File: src/design/cfmd_pkg.sv
// shared types, constants and helpers for the cheapest fuel monotonic deque
// no dependencies
package cfmd_pkg;

    localparam int LOT_DEPTH = 1024;
    localparam int IDX_W     = $clog2(LOT_DEPTH);
    localparam int CNT_W     = $clog2(LOT_DEPTH + 1);

    localparam logic       OP_STATION   = 1'b0;
    localparam logic       OP_FINISH    = 1'b1;

    localparam logic [1:0] STATUS_OK    = 2'd0;
    localparam logic [1:0] STATUS_SHORT = 2'd1;
    localparam logic [1:0] STATUS_FULL  = 2'd2;

    typedef struct packed {
        logic        op;
        logic [31:0] price;
        logic [31:0] distance;
    } in_t;

    typedef struct packed {
        logic [31:0] total_cost;
        logic [31:0] fuel_left;
        logic [1:0]  status;
    } out_t;

    typedef struct packed {
        logic [31:0] price;
        logic [31:0] litres;
    } lot_t;

    typedef enum logic [3:0] {
        ST_IDLE,
        ST_POP_CHK,
        ST_POP_EVAL,
        ST_POP_SUB,
        ST_BUY,
        ST_BUY_ADD,
        ST_BURN_CHK,
        ST_BURN_EVAL,
        ST_FINAL,
        ST_FINISH
    } state_t;

    // ring slot of head plus offset, both below the depth
    function automatic logic [IDX_W-1:0] slot_of(input logic [IDX_W-1:0] head,
                                                 input logic [IDX_W-1:0] offset);
        logic [IDX_W:0] sum;
        sum = {1'b0, head} + {1'b0, offset};
        if (sum >= (IDX_W+1)'(LOT_DEPTH))
            sum = sum - (IDX_W+1)'(LOT_DEPTH);
        return sum[IDX_W-1:0];
    endfunction

endpackage

File: src/design/cfmd_mul.sv
// shared 32x32 multiplier, low half of the product, registered
// depends on cfmd_pkg
module cfmd_mul
    import cfmd_pkg::*;
(
    input  logic        clk,
    input  logic [31:0] a,
    input  logic [31:0] b,
    output logic [31:0] product
);

    // only the low half is kept, so a 32x32 multiply is enough
    logic [31:0] full;

    assign full = a * b;

    always_ff @(posedge clk)
    begin
        product <= full;
    end

endmodule

File: config.mk
export PLATFORM = sky130hd
export DESIGN_NAME = cfmd_mul
export DESIGN_NICKNAME = d
export VERILOG_FILES = /design/src/design/cfmd_pkg.sv /design/src/design/cfmd_mul.sv
export SDC_FILE = /design/constraint.sdc
export NUM_CORES = 1
export LEC_CHECK = 0
export BUFFER_PORTS_ARGS = -buffer_cell sky130_fd_sc_hd__clkbuf_2
export CORE_MARGIN = 2
export CORE_UTILIZATION = 55
export CTS_BUF_LIST = sky130_fd_sc_hd__clkbuf_2 sky130_fd_sc_hd__clkbuf_4 sky130_fd_sc_hd__clkbuf_8
export DETAILED_ROUTE_END_ITERATION = 12
export GPL_ROUTABILITY_DRIVEN = 0
export HOLD_SLACK_MARGIN = 0.05
export PLACE_DENSITY = 0.73
export SETUP_SLACK_MARGIN = 0.2
export SKIP_LAST_GASP = 1
export SYNTH_ARGS = -nofsm -noshare
export SYNTH_HDL_FRONTEND = slang
export SYNTH_SLANG_ARGS = --single-unit
File: constraint.sdc
create_clock -name clk -period 13.6 [get_ports clk]
set_input_delay 2.72 -clock clk [delete_from_list [all_inputs] [get_ports clk]]
set_output_delay 2.72 -clock clk [all_outputs]
set_load 0.01 [all_outputs]
==> impl_results.md, run 1 <==
* Setup bufs post-CTS at 0
* N_diodes at 0
* Antenna viol nets, final at 0
* Clock sink count at 32
* Root buffer cell: clkbuf_8
* Area delta synth->final at 4.84%
* Largest net degree at the start of global routing at 33
* Required @ worst endpoint at 13.85 ns
* Layout cells sized above 1 at under 10%
* Row cnt at 63
* Routed vias at between 10,000 and 15,000
* Worst-Margin Slew at between 0.9 and 1 ns
* Critical Path Fanout Max at 30
* CTS Buffer Depth at 2
* Vias per cell at 5.37
* Worst hold path type: input port to flop
* Die Width at between 150 and 200 um
* Max_cap viols at 0
* Mean Syn Cell Area at about 9.4 sq um
* Sequential share of the synthesized area at under 10%
* Pre-antenna DRT Iters at 5
* Num ports at 97
* Clock period minus worst slack at roughly 9.4 ns
* Hold path start: a[0]
* Final setup TNS at 0 ns
* Startpoint Class: input port
* Most used DFF post-synth: dfxtp_1
* Number of global-route vias before repair at 12,844
* Initial antenna violation count at 0
* Die Y at 177 um
* DR WL/cell at 18.8 um
* Most flop-heavy register: product
* GRT Total Usage at 27.8%
* Core Area at between 20,000 and 30,000 sq um
* Crit. Startpoint: b[2]
* Initial Util at between 50% and 60%
* FILL cells at between 2,000 and 3,000
* IO Port Bufs at 96
* Slew Viols, Final at 0
* # setup viols final at 0
* Max Fclk at between 0.1 and 0.15 GHz
* Setup CP Type: input port to flop
* Cell Area, Synth at around 16,000 sq um
* Final Cycle Share at between 60% and 70%
* Resize count post-CTS at 0
* Netlist cell types at 45
* Worst EP arrival at 9.65 ns
* TritonCTS clock tree: yes
* Hold Slack at about 3.0 ns
* Top Registers: product: 32 flops
* Worst-path clk slew at approximately 0.080 ns
* Setup crit end kind: flop
* Status: finished, final reports clean
* Num CTS Buffers at 5
* Ys Warns at 0
* Post-synthesis register bit count at 32
* Cts hold-fix bufs at 0
* DRT Wirelength at between 40 and 50 mm
* First-pass GRT wire length at between 60 and 70 mm
* Max reg flops at 32
* Mapped Cells at roughly 1,700
* Final net count at between 2,000 and 2,500
* Number of flops mapped to enable cells by yosys at 0
* Total grt overflow at 0
* H-tree lvl count at 2
* Die Area at 31,300 sq um
* Mapped Nets at between 2,000 and 2,500
* Post-detail-place hpwl at around 33 mm
* Detailed Route Iter0 Violations at between 500 and 600
* # DRC at 0
* Async set or reset register ratio after synthesis at 0%
* Relative slew slack at 37.9%
* Unrepaired setup endpoints after global routing: false
* Fin. Hold Viols at 0
==> cells in the mapped netlist, drive strengths merged, types with 3 or more instances <==
| master | count | area (sq um) |
|---|---|---|
| nor2 | 11 | 41.3 |
| a21o | 10 | 81.3 |
| xor2 | 19 | 166 |
| ha | 123 | 1540 |
| fa | 408 | 8170 |
| o21bai | 6 | 45.0 |
| clkbuf | 80 | 300 |
| nor3 | 5 | 25.0 |
| a21oi | 23 | 119 |
| dfxtp | 32 | 641 |
| nand2 | 169 | 634 |
| nand3 | 7 | 35.0 |
| o21ai | 11 | 55.1 |
| and3 | 3 | 21.3 |
| a211oi | 5 | 42.5 |
| o211ai | 3 | 22.5 |
| inv | 363 | 1360 |
| xnor2 | 65 | 569 |
| o21a | 4 | 30.0 |
| and2 | 369 | 2310 |
==> final cells by class <==
cell class / instances / area (sq um) / share of cell area, %
sequential: 32 / 641 / 3.72
multi-input combinational: 1266 / 14100 / 82.0
inverter: 363 / 1360 / 7.91
clock inverter: 3 / 42.5 / 0.247
tap: 390 / 488 / 2.83
timing repair buffer: 98 / 495 / 2.88
clock buffer: 5 / 68.8 / 0.400
==> cell families (layout without fill, tap and decap cells) <==
logic type      Yosys count  after routing  synth area share [%]
flops                    32             32                  3.90
xor+xnor                 84             84                  4.48
simple gates            575            575                  19.1
buf+inv                 443            469                  10.1
compound gates           76             76                  3.26
fa+ha+maj               531            531                  59.1
==> worst max-delay path, cell delays in order <==
cell and delay, ns:
clkbuf_2 0.34, and2_1 0.29, fa_1 0.53, inv_1 0.05, fa_1 0.49, fa_1 0.45, fa_1 0.58, inv_1 0.06
fa_1 0.50, inv_1 0.06, fa_1 0.53, inv_1 0.05, fa_1 0.49, fa_1 0.43, ha_1 0.36, and4_1 0.25
and2_2 0.21, o31ai_1 0.06, o211a_1 0.28, a21oi_2 0.11, a41o_1 0.30, or4_1 0.41, nand3_1 0.09
==> routing by layer <==
metal / global-route usage, % / wire length, um
met5: 0 / 0
met4: 8.40 / 1180
met3: 4.55 / 2810
met2: 45.7 / 19500
met1: 38.2 / 16900
==> cell usage in the layout (no fill, tap or decap), types with 19 or more instances in the layout <==
cell type / count
nand2_1: 169
inv_1: 363
xnor2_1: 65
xor2_1: 19
clkbuf_2: 96
fa_1: 408
ha_1: 123
a21oi_1: 22
and2_1: 368
dfxtp_1: 32
==> through the flow <==
step | utilization, % | setup slack (ns) | instances | instance area (sq um)
floorplan | - | 4.48 | 1741 | 16400
CTS | 58.3 | 4.18 | 2157 | 17200
detailed placement | 57.9 | 3.84 | 2149 | 17100
global placement | 57.9 | 3.97 | 2149 | 17100
global route | 58.3 | 3.91 | 2157 | 17200
finish | 58.3 | 4.20 | 2157 | 17200
==> path summary, 6_finish.rpt <==
| check | to | slack, ns | cells after the start |
|---|---|---|---|
| setup / recovery | product[29] | 4.20 | 23 |
| hold / removal | product[0] | 3.03 | 3 |
Power of run 1 is not shown: default switching activity piles up to over one toggle a cycle in this logic, so the estimate is an artifact.
==> run 2: changes to the inputs <==
PLACE_DENSITY = 0.76   (was 0.73)
clock period = 8.2 ns   (was 13.6 ns; I/O delays follow)
==> run 2 against run 1 <==
- count of clock-buffer cells in the layout is the same
- cell area grew 3.9%
- first-iteration DRC count grew 40%
- sequential share of layout area shrank 0.14 points
- critical path depth is the same
- flip-flop and latch count is the same
- die area is the same
- utilization grew 2.3 points
==> impl_results.md, run 2 (synthesis results as in run 1) <==
* Die Width at 177 um (unchanged)
* GR peak layer: met2
* TritonCTS clock tree: yes
* DRT Wirelength at 42.2 mm (+4.4%)
* Worst-Margin Slew at 0.540 ns (-0.392 ns)
* Crit path max-delay cell type: fa_1
* FILL cells at 2,499 (-4.9%)
* Clock sink count at 32 (unchanged)
* Non-filler cells, final at 2,239 (+3.8%)
* Number of global-route vias before repair at 12,977 (+1.0%)
* # DRC at 0 (unchanged)
* # setup viols final at 0 (unchanged)
* Unrepaired setup endpoints after global routing: true
* Setup CP Type: input port to flop
* Largest net degree at the start of global routing at 24 (-27%)
* CP most frequent cell: fa_1
* Initial Util at 55.6% (unchanged)
* Delay of the slowest critical-path stage at 0.57 ns (about the same)
* Pre-antenna DRT Iters at 6 (+1)
* Layout cells sized above 1 at 11.1% (+4.4 points)
* Area delta synth->final at 8.97%
* M2 GR Usage at 47.7% (+2.0 points)
* Final net count at 2,443 (+3.4%)
* Met1 Use GR at 38.3% (+0.11 points)
* Most common cell after layout, fill and taps aside: fa_1
* Met3 track demand over resource at 4.64% (+0.086 points)
* Vias per cell at 5.33 (-0.67%)
* Max reg flops at 32 (unchanged)
* Cts hold-fix bufs at 0 (unchanged)
* Startpoint Class: input port
* Die Y at 177 um (unchanged)
* Core Util, Final at 60.6% (+2.3 points)
* IO Port Bufs at 96 (unchanged)
* Routed vias at 11,939 (+3.1%)
* Hold Slack at 1.98 ns (-1.04 ns)
* Relative slew slack at 64.0% (+26 points)
* Root buffer cell: clkbuf_8
* Num CTS Buffers at 5 (unchanged)
* H-tree lvl count at 2 (unchanged)
* Most flop-heavy register: product
* Max_cap viols at 0 (unchanged)
* Detailed Route Iter0 Violations at 772 (+40%)
* Status: finished, final reports clean
* Post-detail-place hpwl at 36.5 mm (+12%)
* Worst EP arrival at 8.04 ns (-1.61 ns)
* First-pass GRT wire length at 68.6 mm (+2.2%)
* Core Area at 29,600 sq um (unchanged)
* Final Cycle Share at a little over nine tenths
* Worst path cell trace: clkbuf_2, buf_12, and2_1, fa_1, inv_1, fa_1, fa_1, fa_1, inv_1, fa_1, ha_1, fa_1, fa_1, ha_1, and3_2, nand3_1, and3b_1, o221ai_1, a21boi_0, buf_4, a41oi_2, o21ai_0, xor2_1
* Slew Viols, Final at 0 (unchanged)
* Critical Path Fanout Max at 16 (-47%)
* Final setup TNS at 0 ns (unchanged)
* Die Area at 31,300 sq um (unchanged)
* GRT Total Usage at 28.9% (+1.1 points)
* DR WL/cell at 18.9 um (+0.58%)
* Setup crit end kind: flop
* Required @ worst endpoint at 8.43 ns (-5.42 ns)
* # placed instances at 2,229 (+3.7%)
* Initial antenna violation count at 1 (+1)
* Antenna viol nets, final at 0 (unchanged)
* Most frequent cells in the layout: fa_1 (408), and2_1 (368), inv_1 (363)
* Num ports at 97 (unchanged)
* CTS Buffer Depth at 2 (unchanged)
* Row cnt at 63 (unchanged)
* Fin. Hold Viols at 0 (unchanged)
* Worst hold path type: input port to flop
* Top Registers: product: 32 flops
* Max Fclk at about 0.13 GHz
* Worst-path clk slew at 0.07 ns (about the same)
* Total grt overflow at 0 (unchanged)
* Clock period minus worst slack at between 7 and 8 ns
## run 2: changes by cell type in the layout (fill, tap and decap cells not counted), sizes merged
cell,previous run,this run
bufinv,1,0
clkinvlp,1,2
buf,2,87
clkbuf,101,97
diode,0,1
## run 2: stage by stage
step,setup slack [ns],instance area (sq um)
floorplan,0.212,16400
finish,0.386,17900
global route,0.185,17900
global placement,0.0807,17700
CTS,0.234,17800
detailed placement,-0.0284,17700
## run 2: final timing paths
check / from / to / slack (ns) / depth (start not counted)
setup / recovery: a[14] / product[28] / 0.39 / 23
hold / removal: a[0] / product[0] / 1.98 / 3
## run 2: layout make-up
cell class                      instances  area [sq um]  area share (%)
Sequential cell                        32           641            3.58
Timing Repair Buffer                  179          1140            6.39
Antenna cell                            1          2.50          0.0140
Tap cell                              390           488            2.73
Inverter                              363          1360            7.61
Clock buffer                            5          68.8           0.384
Multi-Input combinational cell       1266         14200            79.2
Clock inverter                          3          23.8           0.133
## run 2: timing repair
action | in CTS | in global routing
setup endpoints to repair | 0 | 6
gates resized for setup | 0 | 18
buffers inserted | 0 | 1
## run 2: routing by layer
layer | part of all wire, % | wire length, um
met1 | 40 | 16700
met2 | 49 | 20600
met3 | 7.0 | 2950
met4 | 4.5 | 1910
met5 | 0 | 0
## run 2: critical path: cells and delay by family
kind / cells / cell delay (ns)
adder cells (fa/ha/maj): 9 / 4.11
AO/OA/AOI/OAI: 4 / 0.75
AND/OR/NAND/NOR: 4 / 0.73
buffers and inverters: 5 / 0.62
XOR/XNOR: 1 / 0.18
Power of run 2 is left out for the same reason.
